--- src/rtl/core/mmtkf_pkg.sv ---
// ----------------------------------------------------------------------------
// mmtkf_pkg
// Shared constants and saturation function of the multi-mode tilt Kalman filter.
// ----------------------------------------------------------------------------
package mmtkf_pkg;

  localparam logic [31:0] NoiseAngleRst = 32'd16777;
  localparam logic [31:0] NoiseBiasRst  = 32'd11744051;
  localparam logic [31:0] MeasNoiseRst  = 32'd503316;

  localparam logic [1:0] ReqSample = 2'd0;
  localparam logic [1:0] ReqAngle  = 2'd1;
  localparam logic [1:0] ReqRef    = 2'd2;

  localparam logic [1:0] CfgNoiseAngle = 2'd0;
  localparam logic [1:0] CfgNoiseBias  = 2'd1;
  localparam logic [1:0] CfgMeasNoise  = 2'd2;

  localparam logic [1:0] ModeAcc    = 2'd0;
  localparam logic [1:0] ModeStatic = 2'd1;
  localparam logic [1:0] ModeRot    = 2'd2;

  localparam logic signed [33:0] ThSettle = 34'sd983;
  localparam logic signed [33:0] ThAcc    = 34'sd4588;
  localparam logic signed [33:0] ThRateLo = -34'sd72090;
  localparam logic signed [33:0] ThRateHi = 34'sd65536;
  localparam logic signed [33:0] ThBiasLo = -34'sd91750;
  localparam logic signed [33:0] ThBiasHi = 34'sd78643;

  localparam logic [7:0] SettleEnter = 8'd5;
  localparam logic [7:0] SettleForce = 8'd8;
  localparam logic [7:0] DriftEnter  = 8'd3;

  function automatic logic signed [31:0] sat32(input logic signed [65:0] v);
    if (v > 66'sd2147483647) return 32'sh7fffffff;
    if (v < -66'sd2147483648) return 32'sh80000000;
    return v[31:0];
  endfunction

endpackage

--- src/rtl/core/mmtkf_div.sv ---
// ----------------------------------------------------------------------------
// mmtkf_div
// Radix-2 signed divider: sat32((num << 24) / den), truncating, zero on den 0.
// ----------------------------------------------------------------------------
module mmtkf_div
  import mmtkf_pkg::*;
(
  input  logic                     clk_i,
  input  logic                     rst_ni,
  input  logic                     start_i,
  input  logic signed [31:0]       num_i,
  input  logic signed [33:0]       den_i,
  output logic                     done_o,
  output logic signed [31:0]       quo_o
);

  localparam int unsigned NumW = 56;

  logic [NumW-1:0] n_q, n_d;
  logic [33:0]     d_q, d_d;
  logic [34:0]     r_q, r_d;
  logic [5:0]      cnt_q, cnt_d;
  logic            busy_q, busy_d;
  logic            neg_q, neg_d;
  logic            zero_q, zero_d;
  logic            done_q, done_d;
  logic signed [31:0] quo_q, quo_d;
  logic [34:0]     rs;
  logic signed [66:0] qs;

  always_comb begin
    n_d = n_q;
    d_d = d_q;
    r_d = r_q;
    cnt_d = cnt_q;
    busy_d = busy_q;
    neg_d = neg_q;
    zero_d = zero_q;
    done_d = 1'b0;
    quo_d = quo_q;
    rs = {r_q[33:0], n_q[NumW-1]};
    qs = '0;
    if (start_i) begin
      n_d = {(num_i[31] ? 32'(-num_i) : 32'(num_i)), 24'd0};
      d_d = den_i[33] ? 34'(-den_i) : 34'(den_i);
      r_d = '0;
      cnt_d = 6'(NumW);
      busy_d = 1'b1;
      neg_d = num_i[31] ^ den_i[33];
      zero_d = (den_i == '0);
    end else if (busy_q) begin
      if (rs >= {1'b0, d_q}) begin
        r_d = rs - {1'b0, d_q};
        n_d = {n_q[NumW-2:0], 1'b1};
      end else begin
        r_d = rs;
        n_d = {n_q[NumW-2:0], 1'b0};
      end
      cnt_d = cnt_q - 6'd1;
      if (cnt_q == 6'd1) begin
        busy_d = 1'b0;
        done_d = 1'b1;
        qs = neg_q ? -$signed({11'd0, n_d}) : $signed({11'd0, n_d});
        quo_d = zero_q ? '0 : sat32(qs[65:0]);
      end
    end
  end

  always_ff @(posedge clk_i or negedge rst_ni) begin
    if (!rst_ni) begin
      busy_q <= 1'b0;
      done_q <= 1'b0;
      cnt_q <= '0;
    end else begin
      busy_q <= busy_d;
      done_q <= done_d;
      cnt_q <= cnt_d;
    end
  end

  always_ff @(posedge clk_i) begin
    n_q <= n_d;
    d_q <= d_d;
    r_q <= r_d;
    neg_q <= neg_d;
    zero_q <= zero_d;
    quo_q <= quo_d;
  end

  assign done_o = done_q;
  assign quo_o = quo_q;

endmodule

--- config.mk ---
export PLATFORM = sky130hd
export DESIGN_NAME = mmtkf_div
export DESIGN_NICKNAME = d
export VERILOG_FILES = /design/src/rtl/core/mmtkf_pkg.sv /design/src/rtl/core/mmtkf_div.sv
export SDC_FILE = /design/constraint.sdc
export NUM_CORES = 1
export LEC_CHECK = 0
export CORE_ASPECT_RATIO = 0.75
export CORE_MARGIN = 2
export CORE_UTILIZATION = 30
export CTS_BUF_LIST = sky130_fd_sc_hd__clkbuf_16
export DETAILED_ROUTE_END_ITERATION = 16
export DONT_BUFFER_PORTS = 1
export SETUP_SLACK_MARGIN = 0.1
export SLEW_MARGIN = 25
export SYNTH_ARGS = -nofsm -noshare
export SYNTH_HDL_FRONTEND = slang
export SYNTH_SLANG_ARGS = --single-unit
--- constraint.sdc ---
create_clock -name clk_i -period 6.5 [get_ports clk_i]
set_input_delay 1.3 -clock clk_i [delete_from_list [all_inputs] [get_ports clk_i]]
set_output_delay 1.3 -clock clk_i [all_outputs]
set_load 0.05 [all_outputs]
==> metrics.txt, run 1 <==
# TYPE chip_impl_metric gauge
chip_impl_info{name="status",value="finished clean"} 1
chip_impl_metric{name="power.share.sequential",unit=""} 0.352
chip_impl_metric{name="ctsLongestPathBuffers",unit=""} 2
chip_impl_info{name="hold_path.class",value="reg2reg"} 1
chip_impl_metric{name="worst-slew-pin-transition",unit="ns"} 0.904
chip_impl_metric{name="io_pins",unit=""} 102
chip_impl_metric{name="post_synth_instance_area",unit="µm²"} 11100
chip_impl_metric{name="leakagePower",unit="nW"} 4.62
chip_impl_metric{name="grt_pass1_wl",unit="µm"} 45800
chip_impl_metric{name="layout.filler_cells",unit=""} 3730
chip_impl_metric{name="grt_max_degree",unit=""} 137
chip_impl_metric{name="maxCapViolCount",unit=""} 0
chip_impl_metric{name="number_of_synthesized_flops_with_an_enable_pin",unit=""} 100
chip_impl_metric{name="vdd.ir_drop.worst",unit="µV"} 195
chip_impl_info{name="post_synth_main_area_contributors",value="edfxtp_1, dfxtp_1, xnor2_1"} 1
chip_impl_metric{name="dpl_worst_slack",unit="ns"} 1.00
chip_impl_metric{name="arrival",unit="ns"} 5.64
chip_impl_metric{name="ys_seq_elements",unit=""} 166
chip_impl_metric{name="worst-r2r-setup-slack",unit="ns"} 1.03
chip_impl_info{name="critPathCaptureType",value="register"} 1
chip_impl_metric{name="fp-row-count",unit=""} 60
chip_impl_metric{name="synthToLayoutAreaGrowth",unit="%"} 9.03
chip_impl_metric{name="hold_violations",unit=""} 0
chip_impl_metric{name="drc",unit=""} 0
chip_impl_metric{name="power.density_cell_area",unit="nW/µm²"} 334
chip_impl_metric{name="final.period_utilization",unit=""} 0.842
chip_impl_info{name="cpLargestDelayFamily",value="simple AND/OR/NAND/NOR gates"} 1
chip_impl_info{name="netlist.top_cell.by_area",value="edfxtp_1"} 1
chip_impl_metric{name="post_drt_wl_per_cell",unit="µm"} 17.2
chip_impl_metric{name="routed_via_density",unit=""} 5.24
chip_impl_metric{name="clk_pin_slew_worst_paths",unit="ns"} 0.07
chip_impl_metric{name="port_buffers",unit=""} 0
chip_impl_metric{name="detail_route.wirelength",unit="µm"} 29100
chip_impl_metric{name="antenna-diode-count",unit=""} 0
chip_impl_metric{name="tritoncts.num_buffers",unit=""} 17
chip_impl_metric{name="dr.first_iter.drc_count",unit=""} 686
chip_impl_metric{name="final_setup_violations",unit=""} 0
chip_impl_metric{name="cts_num_sinks",unit=""} 166
chip_impl_metric{name="core_area",unit="µm²"} 36100
chip_impl_metric{name="dr_total_vias",unit=""} 8888
chip_impl_info{name="most-common-layout-cells",value="nand2_1, edfxtp_1, nor2_1, xnor2_1, o21ai_0"} 1
chip_impl_metric{name="die_y",unit="µm"} 170
chip_impl_metric{name="design.die.area",unit="µm²"} 38500
chip_impl_metric{name="gp_congestion",unit=""} 0.919
chip_impl_metric{name="floorplan.initialDensity",unit=""} 0.307
chip_impl_metric{name="intPower",unit="mW"} 2.47
chip_impl_info{name="synth_flop_cell",value="edfxtp_1"} 1
chip_impl_metric{name="ff2ff_path_depth",unit=""} 21
chip_impl_info{name="worstSetupStartpointType",value="register"} 1
chip_impl_metric{name="cp_slowest_stage_delay",unit="ns"} 0.43
chip_impl_metric{name="floorplan_die_width",unit="µm"} 226
chip_impl_info{name="source_of_the_worst_register_to_register_timing_path",value="d_q[17]"} 1
chip_impl_metric{name="setup_tns",unit="ns"} 0
chip_impl_metric{name="drtAntennaViolNets",unit=""} 0
chip_impl_metric{name="dp_hpwl",unit="µm"} 21200
chip_impl_metric{name="clock_network_latency_to_the_later_pin_of_the_worst_skew_pair",unit="ns"} 0.45
chip_impl_metric{name="synth_cells",unit=""} 1220
chip_impl_metric{name="layout_setup_ws",unit="ns"} 1.03
chip_impl_metric{name="postSynthAreaPerCell",unit="µm²"} 9.08
chip_impl_info{name="min-delay-start",value="r_q[2]"} 1
chip_impl_metric{name="mapped_nets",unit=""} 1329
chip_impl_metric{name="worst_hold_path.num_cells",unit=""} 2
chip_impl_metric{name="grt.overflow.total",unit=""} 0
chip_impl_metric{name="worst_ep_required_time",unit="ns"} 6.67
chip_impl_info{name="timing.critical_path.slowest_stage_cell",value="nor4_4"} 1
chip_impl_metric{name="cp.buffers_inverters",unit=""} 3
chip_impl_info{name="unrepaired_setup_endpoints_after_global_routing",value="false"} 1
chip_impl_metric{name="timing.max_slew.rel_slack",unit=""} 0.397
chip_impl_metric{name="clock_power_share",unit=""} 0.248
chip_impl_metric{name="finalNetCount",unit=""} 1295
chip_impl_metric{name="sw_frac_of_total",unit=""} 0.389
chip_impl_info{name="layout.cells.most_common",value="nand2_1"} 1
chip_impl_metric{name="post_synth_num_cell_types",unit=""} 80
chip_impl_metric{name="critPathMaxFanout",unit=""} 31
chip_impl_metric{name="fin_crit",unit="ns"} 5.47
chip_impl_metric{name="fin_skew",unit="ns"} 0.0139
chip_impl_metric{name="grt_antenna_before_repair",unit=""} 0
chip_impl_metric{name="ctsResizeCount",unit=""} 0
chip_impl_metric{name="cts_post_setup_buffers_inserted",unit=""} 0
chip_impl_metric{name="synth_sequential_area_ratio",unit=""} 0.394
chip_impl_metric{name="drtPass1Iterations",unit=""} 5
chip_impl_metric{name="count_of_h_tree_levels_built_during_cts",unit=""} 4
chip_impl_info{name="worstReg2RegEnd",value="quo_o[30]"} 1
chip_impl_metric{name="synth_top_area_share",unit=""} 0.271
chip_impl_info{name="cts.root.buffer_cell",value="clkbuf_16"} 1
chip_impl_info{name="critical_path.cell_chain",value="inv_1 -> ha_1 -> a21oi_1 -> a21oi_1 -> a211oi_1 -> o211ai_1 -> o211ai_1 -> nand2b_1 -> clkinv_1 -> ha_1 -> nand3_1 -> nor4_4 -> nand4_1 -> xnor2_1 -> a32oi_1 -> or3_1 -> nor4_1 -> nand4bb_1 -> o41ai_4 -> buf_4 -> o21ai_0"} 1
chip_impl_info{name="tritoncts",value="built"} 1
chip_impl_metric{name="grt_util_all_layers",unit=""} 0.153
chip_impl_metric{name="synthesis.yosys.warnings",unit=""} 0
chip_impl_metric{name="netSwitchingPower",unit="mW"} 1.57
chip_impl_metric{name="drive_above_1_share",unit=""} 0.0626
chip_impl_metric{name="combPwrFrac",unit=""} 0.400
chip_impl_metric{name="vias_in_the_first_global_route",unit=""} 8182
chip_impl_metric{name="synthArstFlopShare",unit=""} 0.0482
chip_impl_metric{name="achievable-frequency",unit="GHz"} 0.183
chip_impl_metric{name="cts_hold_buf",unit=""} 0
chip_impl_info{name="timing_worst_setup_path_type",value="reg2reg"} 1
chip_impl_metric{name="final_max_slew_viol_count",unit=""} 0
chip_impl_info{name="worst_hold_path.endpoint",value="r_q[2]"} 1
## state kept, by name, indices dropped and copies added, names as in the netlist
signal / cells
r_q: 34
neg_q: 1
quo_o: 32
busy_q: 1
zero_q: 1
cnt_q: 6
n_q: 56
done_o: 1
d_q: 34
## metal layers
layer	GRT usage	routed length (µm)	up-vias
li1	-	-	4399
met1	0.228	14900	4230
met2	0.220	12100	237
met3	0.0345	1630	22
met4	0.0369	443	0
met5	0	0	-
## power by group through the flow
stage / registers, mW / clock network, mW / logic, mW
finish: 1.42 / 1.00 / 1.62
global route: 1.45 / 1.06 / 1.80
CTS: 1.42 / 1.02 / 1.61
detailed placement: 1.44 / 0 / 1.60
global placement: 1.44 / 0 / 1.58
floorplan: 1.39 / 0 / 1.28
## how the worst max path moves through the flow
stage                     startpoint         to  cells past startpoint
after floorplan              d_q[20]  quo_o[21]                     22
after global routing         d_q[17]   quo_o[4]                     21
after global placement       d_q[17]   quo_o[5]                     21
after detailed placement     d_q[17]   quo_o[1]                     21
after CTS                    d_q[17]   quo_o[1]                     21
final                        d_q[17]  quo_o[30]                     21
## kinds of logic after synthesis
group                      Yosys count  synth area share
buffers and inverters              122            0.0446
adders and majority gates           40            0.0458
and+or+nand+nor                    389             0.177
xor gates and xnor gates           139             0.110
AOI/OAI and AO/OA                  327             0.196
muxes                               37            0.0335
DFF                                166             0.394
## per-stage QoR
| step | total power, mW | cell area (µm²) | util | std cells | hold slack (ns) |
|---|---|---|---|---|---|
| 2_1_floorplan | 2.67 | 11100 | - | 1220 | 0.446 |
| 3_3_place_gp | 3.02 | 11500 | 0.319 | 1663 | 0.470 |
| 3_5_place_dp | 3.04 | 11500 | 0.319 | 1663 | 0.476 |
| 4_1_cts | 4.05 | 12100 | 0.335 | 1695 | 0.488 |
| 5_1_grt | 4.31 | 12100 | 0.335 | 1695 | 0.516 |
| 6_report | 4.04 | 12100 | 0.335 | 1695 | 0.484 |
## synthesized netlist by cell type (9+ instances only)
library cell	count
nor3_1	28
nand2_1	113
o31ai_1	38
or4_1	13
a21oi_1	45
a22o_1	16
mux2i_1	36
or3_1	16
nand4_1	9
or2_2	9
xor2_1	47
o21ai_1	28
o41ai_1	16
edfxtp_1	100
o21ai_0	90
buf_1	10
clkbuf_1	45
nor2_1	93
ha_1	39
xnor2_1	92
nor4_1	14
nand2b_1	18
a211oi_1	16
inv_1	59
a21o_1	13
dfxtp_1	58
nand3_1	28
## layout make-up
class / count / area (µm²) / area share
inverters: 60 / 225 / 0.0186
flip-flops and latches: 166 / 4370 / 0.361
multi-input cells: 932 / 6240 / 0.516
clock inverters: 15 / 141 / 0.0117
repair buffers: 9 / 67.6 / 0.00559
clock buffers: 17 / 425 / 0.0352
well taps: 496 / 621 / 0.0514
## worst register-to-register path, cell delays in order, from the launching register on
cell and delay [ns]:
edfxtp_1 0.34, inv_1 0.05, ha_1 0.38, a21oi_1 0.23, a21oi_1 0.09, a211oi_1 0.33, o211ai_1 0.29, o211ai_1 0.30
nand2b_1 0.12, clkinv_1 0.08, ha_1 0.22, nand3_1 0.27, nor4_4 0.43, nand4_1 0.21, xnor2_1 0.18, a32oi_1 0.11
or3_1 0.40, nor4_1 0.28, nand4bb_1 0.19, o41ai_4 0.23, buf_4 0.32, o21ai_0 0.16
No activity file was read; power rests on OpenSTA's default activity.
==> inputs of run 2 (changes only) <==
Clock period 6.5 ns to 4.5 ns, I/O delays scaled along.
==> run 2 against run 1 <==
Against the previous run: the flow now finishes with violations (setup timing); largest cell class unchanged; final cell count grew 8.0%; critical path depth grew 1; non-clock buffer count grew 135; setup slack lost 1.3 ns; clock-buffer cell count grew 2; first-iteration DRC count shrank 7.3%; largest power group unchanged; register-to-register slack lost 1.3 ns; clock power grew 43%.
==> metrics.txt, run 2 (synthesis gave the netlist of run 1 again) <==
# TYPE chip_impl_metric gauge
chip_impl_info{name="cts.root.buffer_cell",value="clkbuf_16"} 1
chip_impl_metric{name="tritoncts.num_buffers",unit=""} 17
chip_impl_metric{name="fp-row-count",unit=""} 60
chip_impl_metric{name="dp_hpwl",unit="µm"} 23200
chip_impl_metric{name="core_area",unit="µm²"} 36100
chip_impl_metric{name="vias_in_the_first_global_route",unit=""} 8973
chip_impl_metric{name="drtAntennaViolNets",unit=""} 0
chip_impl_metric{name="ctsLongestPathBuffers",unit=""} 2
chip_impl_info{name="highest-signal-layer",value="met4"} 1
chip_impl_info{name="tritoncts",value="built"} 1
chip_impl_info{name="timing_worst_setup_path_type",value="reg2reg"} 1
chip_impl_info{name="worstReg2RegEnd",value="quo_o[0]"} 1
chip_impl_metric{name="grt_util_all_layers",unit=""} 0.164
chip_impl_metric{name="grt.overflow.total",unit=""} 0
chip_impl_metric{name="drtPass1Iterations",unit=""} 5
chip_impl_metric{name="final.period_utilization",unit=""} 1.05
chip_impl_metric{name="route.met2.wl",unit="µm"} 13400
chip_impl_info{name="critPathLaunch",value="d_q[3]"} 1
chip_impl_metric{name="die_y",unit="µm"} 170
chip_impl_metric{name="power.density_cell_area",unit="nW/µm²"} 492
chip_impl_metric{name="finalNetCount",unit=""} 1430
chip_impl_metric{name="netSwitchingPower",unit="mW"} 2.48
chip_impl_info{name="critPathCaptureType",value="register"} 1
chip_impl_info{name="unrepaired_setup_endpoints_after_global_routing",value="true"} 1
chip_impl_metric{name="detail_route.wirelength",unit="µm"} 31300
chip_impl_metric{name="cts_hold_buf",unit=""} 0
chip_impl_metric{name="dr_total_vias",unit=""} 9495
chip_impl_info{name="hold_path.class",value="in2async"} 1
chip_impl_metric{name="port_buffers",unit=""} 0
chip_impl_metric{name="grt_max_degree",unit=""} 137
chip_impl_info{name="source_of_the_worst_register_to_register_timing_path",value="d_q[3]"} 1
chip_impl_metric{name="design.die.area",unit="µm²"} 38500
chip_impl_info{name="layout.cells.most_common",value="buf_4"} 1
chip_impl_metric{name="critPathMaxFanout",unit=""} 7
chip_impl_metric{name="dpl_worst_slack",unit="ns"} -0.497
chip_impl_metric{name="vdd.ir_drop.worst",unit="µV"} 308
chip_impl_metric{name="dr.first_iter.drc_count",unit=""} 636
chip_impl_metric{name="grt_pass1_wl",unit="µm"} 49100
chip_impl_info{name="critical_path.cell_chain",value="inv_1 -> ha_4 -> a21oi_1 -> nor2b_1 -> nor3_2 -> o211ai_1 -> o211ai_1 -> nand2b_4 -> clkinv_4 -> ha_4 -> and3_4 -> nand3_4 -> or3_4 -> mux2i_1 -> a32oi_1 -> or3_4 -> nor4_4 -> nand4bb_1 -> o41ai_4 -> buf_6 -> clkbuf_16 -> o21ai_2"} 1
chip_impl_info{name="timing.critical_path.slowest_stage_cell",value="or3_4"} 1
chip_impl_metric{name="layout.filler_cells",unit=""} 3653
chip_impl_metric{name="arrival",unit="ns"} 4.92
chip_impl_metric{name="leakagePower",unit="nW"} 5.39
chip_impl_metric{name="final_max_slew_viol_count",unit=""} 0
chip_impl_metric{name="worst-slew-pin-transition",unit="ns"} 0.978
chip_impl_metric{name="routed-wl-met3",unit="µm"} 1730
chip_impl_info{name="most-common-layout-cells",value="buf_4, nand2_1, edfxtp_1"} 1
chip_impl_metric{name="worst_ep_required_time",unit="ns"} 4.68
chip_impl_metric{name="combPwrFrac",unit=""} 0.474
chip_impl_metric{name="floorplan.initialDensity",unit=""} 0.307
chip_impl_metric{name="cts_num_sinks",unit=""} 166
chip_impl_metric{name="layout_setup_ws",unit="ns"} -0.240
chip_impl_metric{name="finalCoreUtilization",unit=""} 0.372
chip_impl_metric{name="multi_input_comb_area",unit="µm²"} 6490
chip_impl_info{name="status",value="finished with violations"} 1
chip_impl_metric{name="maxCapViolCount",unit=""} 0
chip_impl_info{name="largest_registers",value="n_q: 56 flops, d_q: 34 flops, r_q: 34 flops"} 1
chip_impl_metric{name="routed_via_density",unit=""} 5.19
chip_impl_metric{name="cp_slowest_stage_delay",unit="ns"} 0.38
chip_impl_info{name="worstSetupStartpointType",value="register"} 1
chip_impl_metric{name="intPower",unit="mW"} 4.12
chip_impl_metric{name="met1_length",unit="µm"} 15800
chip_impl_info{name="violations",value="setup timing"} 1
chip_impl_metric{name="grt_antenna_before_repair",unit=""} 0
chip_impl_metric{name="timing.max_slew.rel_slack",unit=""} 0.348
chip_impl_metric{name="synthToLayoutAreaGrowth",unit="%"} 21.1
chip_impl_metric{name="drive_above_1_share",unit=""} 0.184
chip_impl_metric{name="setup_tns",unit="ns"} -6.58
chip_impl_metric{name="sw_frac_of_total",unit=""} 0.375
chip_impl_metric{name="clock_power_share",unit=""} 0.217
chip_impl_metric{name="io_pins",unit=""} 102
chip_impl_metric{name="post-route-cell-area",unit="µm²"} 13400
chip_impl_metric{name="achievable-frequency",unit="GHz"} 0.211
chip_impl_metric{name="post_drt_wl_per_cell",unit="µm"} 17.1
chip_impl_metric{name="largest_reg_flops",unit=""} 56
chip_impl_metric{name="fin_skew",unit="ns"} 0.0133
chip_impl_info{name="max_flop_register",value="n_q"} 1
chip_impl_metric{name="hold_violations",unit=""} 0
chip_impl_metric{name="fin_crit",unit="ns"} 4.74
chip_impl_metric{name="final_setup_violations",unit=""} 31
chip_impl_metric{name="drc",unit=""} 0
chip_impl_metric{name="floorplan_die_width",unit="µm"} 226
chip_impl_metric{name="fin_worst_hold_slack",unit="ns"} 0.139
chip_impl_metric{name="count_of_h_tree_levels_built_during_cts",unit=""} 4
chip_impl_metric{name="antenna-diode-count",unit=""} 0
chip_impl_metric{name="clk_pin_slew_worst_paths",unit="ns"} 0.07
chip_impl_metric{name="cell_area_reported_after_detailed_placement",unit="µm²"} 12700
chip_impl_metric{name="gp_congestion",unit=""} 0.956
chip_impl_metric{name="ff2ff_path_depth",unit=""} 22
chip_impl_metric{name="power.share.sequential",unit=""} 0.309
chip_impl_metric{name="worst-r2r-setup-slack",unit="ns"} -0.24
chip_impl_metric{name="clock_network_latency_to_the_later_pin_of_the_worst_skew_pair",unit="ns"} 0.45
chip_impl_metric{name="final-seq-area",unit="µm²"} 4370
## run 2: per-stage QoR
stage	power, mW	cells
floorplan	4.02	1220
global placement	5.04	1792
detailed placement	5.08	1792
CTS	6.57	1828
global route	7.03	1830
finish	6.60	1830
## run 2: how the worst max path moves through the flow
stage                 to  slack (ns)  depth (start not counted)
3_5_place_dp   quo_o[22]       -0.50                         22
6_report        quo_o[0]       -0.24                         22
4_1_cts        quo_o[22]       -0.22                         23
5_1_grt        quo_o[24]       -0.44                         22
2_1_floorplan  quo_o[21]       -0.29                         23
3_3_place_gp    quo_o[1]       -0.33                         22
## run 2: area by class of cell
type,instances,share of cell area
Multi-Input combinational cell,932,0.483
Clock inverter,13,0.00681
Tap cell,496,0.0463
Timing Repair Buffer,144,0.0855
Sequential cell,166,0.325
Clock buffer,19,0.0354
Inverter,60,0.0172
## run 2: critical path: cells and delay by family (launching register included)
family	cells	cell delay [ns]
muxes	1	0.18
DFF	1	0.37
and+or+nand+nor	9	1.95
adders and majority gates	2	0.36
AOI/OAI and AO/OA	6	1.05
buffers and inverters	4	0.51
## run 2: power groups by stage
stage	combinational (mW)	sequential, mW	clock (mW)
finish	3.13	2.04	1.43
global route	3.44	2.06	1.53
CTS	3.06	2.04	1.47
detailed placement	3.01	2.07	0
global placement	2.98	2.06	0
floorplan	2.01	2.01	0
## run 2: per-layer routing
metal / global-route usage / up-vias
li1: - / 4676
met1: 0.237 / 4546
met2: 0.245 / 248
met3: 0.0388 / 25
met4: 0.0392 / 0
met5: 0 / -
## run 2: timing repair
| action | in CTS | in global routing |
|---|---|---|
| pin swaps | 1 | 5 |
| gates resized for setup | 5 | 14 |
| buffers inserted | 3 | 1 |
| gates cloned | 1 | 1 |
| setup endpoints to repair | 31 | 31 |
==> inputs of run 3 (changes only) <==
Clock period 4.5 ns to 5.5 ns, I/O delays scaled along.
==> run 3 against run 2 <==
Against the previous run: power is 28% lower; largest power group unchanged; the run now ends clean; clock-buffer cell count down 2; hold slack improved by 0.20 ns.
==> metrics.txt, run 3 (synthesis gave the netlist of run 1 again) <==
# TYPE chip_impl_metric gauge
chip_impl_info{name="status",value="finished clean"} 1
chip_impl_info{name="max_flop_register",value="n_q"} 1
chip_impl_metric{name="floorplan.initialDensity",unit=""} 0.307
chip_impl_metric{name="arrival",unit="ns"} 5.13
chip_impl_metric{name="dr_total_vias",unit=""} 8895
chip_impl_metric{name="post_drt_wl_per_cell",unit="µm"} 17.0
chip_impl_metric{name="combPwrFrac",unit=""} 0.410
chip_impl_metric{name="routed_via_density",unit=""} 5.23
chip_impl_metric{name="critPathMaxFanout",unit=""} 31
chip_impl_info{name="cts.root.buffer_cell",value="clkbuf_16"} 1
chip_impl_metric{name="vias_in_the_first_global_route",unit=""} 8130
chip_impl_metric{name="layout_setup_ws",unit="ns"} 0.540
chip_impl_metric{name="final_cells",unit=""} 1701
chip_impl_metric{name="tritoncts.num_buffers",unit=""} 17
chip_impl_info{name="largest_registers",value="n_q: 56 flops, d_q: 34 flops, r_q: 34 flops"} 1
chip_impl_metric{name="fin_crit",unit="ns"} 4.96
chip_impl_metric{name="achievable-frequency",unit="GHz"} 0.202
chip_impl_metric{name="count_of_h_tree_levels_built_during_cts",unit=""} 4
chip_impl_info{name="source_of_the_worst_register_to_register_timing_path",value="d_q[20]"} 1
chip_impl_info{name="tritoncts",value="built"} 1
chip_impl_metric{name="grt_util_all_layers",unit=""} 0.152
chip_impl_metric{name="ff2ff_path_depth",unit=""} 20
chip_impl_metric{name="grt_pass1_wl",unit="µm"} 45400
chip_impl_metric{name="vdd.ir_drop.worst",unit="µV"} 208
chip_impl_metric{name="leakagePower",unit="nW"} 4.68
chip_impl_metric{name="dpl_worst_slack",unit="ns"} 0.288
chip_impl_metric{name="synthToLayoutAreaGrowth",unit="%"} 9.61
chip_impl_metric{name="antenna-diode-count",unit=""} 0
chip_impl_metric{name="netSwitchingPower",unit="mW"} 1.86
chip_impl_metric{name="intPower",unit="mW"} 2.89
chip_impl_metric{name="fp-row-count",unit=""} 60
chip_impl_metric{name="finalNetCount",unit=""} 1301
chip_impl_metric{name="grt_antenna_before_repair",unit=""} 0
chip_impl_metric{name="drtPass1Iterations",unit=""} 6
chip_impl_metric{name="fin_skew",unit="ns"} 0.0180
chip_impl_info{name="grt_most_used_layer",value="met1"} 1
chip_impl_metric{name="maxCapViolCount",unit=""} 0
chip_impl_metric{name="worst-slew-pin-transition",unit="ns"} 0.961
chip_impl_metric{name="die_y",unit="µm"} 170
chip_impl_metric{name="place_inst",unit=""} 1666
chip_impl_metric{name="clk_pin_slew_worst_paths",unit="ns"} 0.07
chip_impl_metric{name="clock_power_share",unit=""} 0.235
chip_impl_metric{name="hold_violations",unit=""} 0
chip_impl_metric{name="globalRouteMet2Util",unit=""} 0.216
chip_impl_metric{name="core_area",unit="µm²"} 36100
chip_impl_metric{name="power.share.sequential",unit=""} 0.355
chip_impl_info{name="most-common-layout-cells",value="nand2_1, edfxtp_1, nor2_1, xnor2_1, o21ai_0"} 1
chip_impl_metric{name="detail_route.wirelength",unit="µm"} 28900
chip_impl_metric{name="design.die.area",unit="µm²"} 38500
chip_impl_metric{name="timing.max_slew.rel_slack",unit=""} 0.359
chip_impl_metric{name="cts_num_sinks",unit=""} 166
chip_impl_metric{name="drive_above_1_share",unit=""} 0.0730
chip_impl_metric{name="floorplan_die_width",unit="µm"} 226
chip_impl_metric{name="layout.filler_cells",unit=""} 3731
chip_impl_metric{name="io_pins",unit=""} 102
chip_impl_metric{name="sw_frac_of_total",unit=""} 0.391
chip_impl_metric{name="drtAntennaViolNets",unit=""} 0
chip_impl_metric{name="groute.layer.met1.usage",unit=""} 0.225
chip_impl_metric{name="clock_network_latency_to_the_later_pin_of_the_worst_skew_pair",unit="ns"} 0.45
chip_impl_metric{name="grt.overflow.total",unit=""} 0
chip_impl_info{name="worstReg2RegEnd",value="quo_o[21]"} 1
chip_impl_metric{name="total_power",unit="mW"} 4.75
chip_impl_metric{name="dp_hpwl",unit="µm"} 21000
chip_impl_metric{name="drc",unit=""} 0
chip_impl_metric{name="gp_congestion",unit=""} 0.897
chip_impl_metric{name="cts_hold_buf",unit=""} 0
chip_impl_metric{name="dr.first_iter.drc_count",unit=""} 697
chip_impl_info{name="critPathCaptureType",value="register"} 1
chip_impl_metric{name="final_setup_violations",unit=""} 0
chip_impl_metric{name="power.density_cell_area",unit="nW/µm²"} 391
chip_impl_metric{name="globalRouteMet3Util",unit=""} 0.0369
chip_impl_metric{name="final_max_slew_viol_count",unit=""} 0
chip_impl_metric{name="worst-r2r-setup-slack",unit="ns"} 0.54
chip_impl_metric{name="final.period_utilization",unit=""} 0.902
chip_impl_info{name="timing_worst_setup_path_type",value="reg2reg"} 1
chip_impl_metric{name="worst_ep_required_time",unit="ns"} 5.68
chip_impl_info{name="worstSetupStartpointType",value="register"} 1
chip_impl_info{name="unrepaired_setup_endpoints_after_global_routing",value="false"} 1
chip_impl_metric{name="largest_reg_flops",unit=""} 56
chip_impl_metric{name="port_buffers",unit=""} 0
chip_impl_metric{name="setup_tns",unit="ns"} 0
chip_impl_metric{name="grt_max_degree",unit=""} 137
chip_impl_metric{name="ctsLongestPathBuffers",unit=""} 2
chip_impl_info{name="hold_path.class",value="in2async"} 1
chip_impl_info{name="layout.cells.most_common",value="nand2_1"} 1
## run 3: timing repair
item / 4_1_cts / 5_1_grt
gates resized for setup: 0 / 11
hold endpoints to repair: 0 / 0
setup buffers: 0 / 2
setup endpoints to repair: 0 / 31
## run 3: final cells by class
class / count / area, µm² / area share
Multi-Input combinational cell: 932 / 6270 / 0.517
Sequential cell: 166 / 4370 / 0.359
Tap cell: 496 / 621 / 0.0511
Clock buffer: 17 / 425 / 0.0350
Inverter: 60 / 225 / 0.0185
Timing Repair Buffer: 15 / 133 / 0.0109
Clock inverter: 15 / 103 / 0.00845
## run 3: critical path, cell delays in order (launching register included)
cell,delay [ns]
edfxtp_1,0.33
inv_1,0.05
ha_1,0.38
a211oi_2,0.23
o21ai_0,0.13
a31oi_1,0.26
o211ai_1,0.18
nand2b_1,0.19
clkinv_1,0.09
ha_1,0.23
and3_2,0.25
nand3_1,0.20
or3_4,0.42
mux2i_1,0.16
a32oi_1,0.11
or3_1,0.37
nor4_2,0.28
nand4bb_1,0.19
o41ai_4,0.29
buf_12,0.21
o21ai_1,0.09
## run 3: worst max path at each step
stage | from | slack, ns | endpoint
after floorplan | d_q[20] | 0.27 | quo_o[21]
after global placement | d_q[17] | 0.44 | quo_o[30]
after detailed placement | d_q[17] | 0.29 | quo_o[14]
after CTS | d_q[17] | 0.26 | quo_o[25]
after global routing | d_q[17] | 0.11 | quo_o[21]
final | d_q[20] | 0.54 | quo_o[21]
## run 3: per-stage QoR
stage	utilization	hold slack (ns)	instance area [µm²]
final	0.336	0.336	12100
after global placement	0.319	0.470	11500
after global routing	0.336	0.309	12100
after detailed placement	0.320	0.475	11500
after CTS	0.334	0.313	12100
after floorplan	-	0.446	11100
## run 3: metal layers
layer | vias up | part of all wire
li1 | 4412 | -
met3 | 41 | 0.063
met2 | 261 | 0.41
met1 | 4181 | 0.50
met4 | 0 | 0.024
met5 | - | 0
## run 3: power groups by stage
stage	registers [mW]	logic, mW	clock network (mW)
floorplan	1.64	1.51	0
global placement	1.70	1.87	0
detailed placement	1.71	1.89	0
CTS	1.68	1.90	1.14
global route	1.71	2.18	1.20
finish	1.68	1.94	1.12
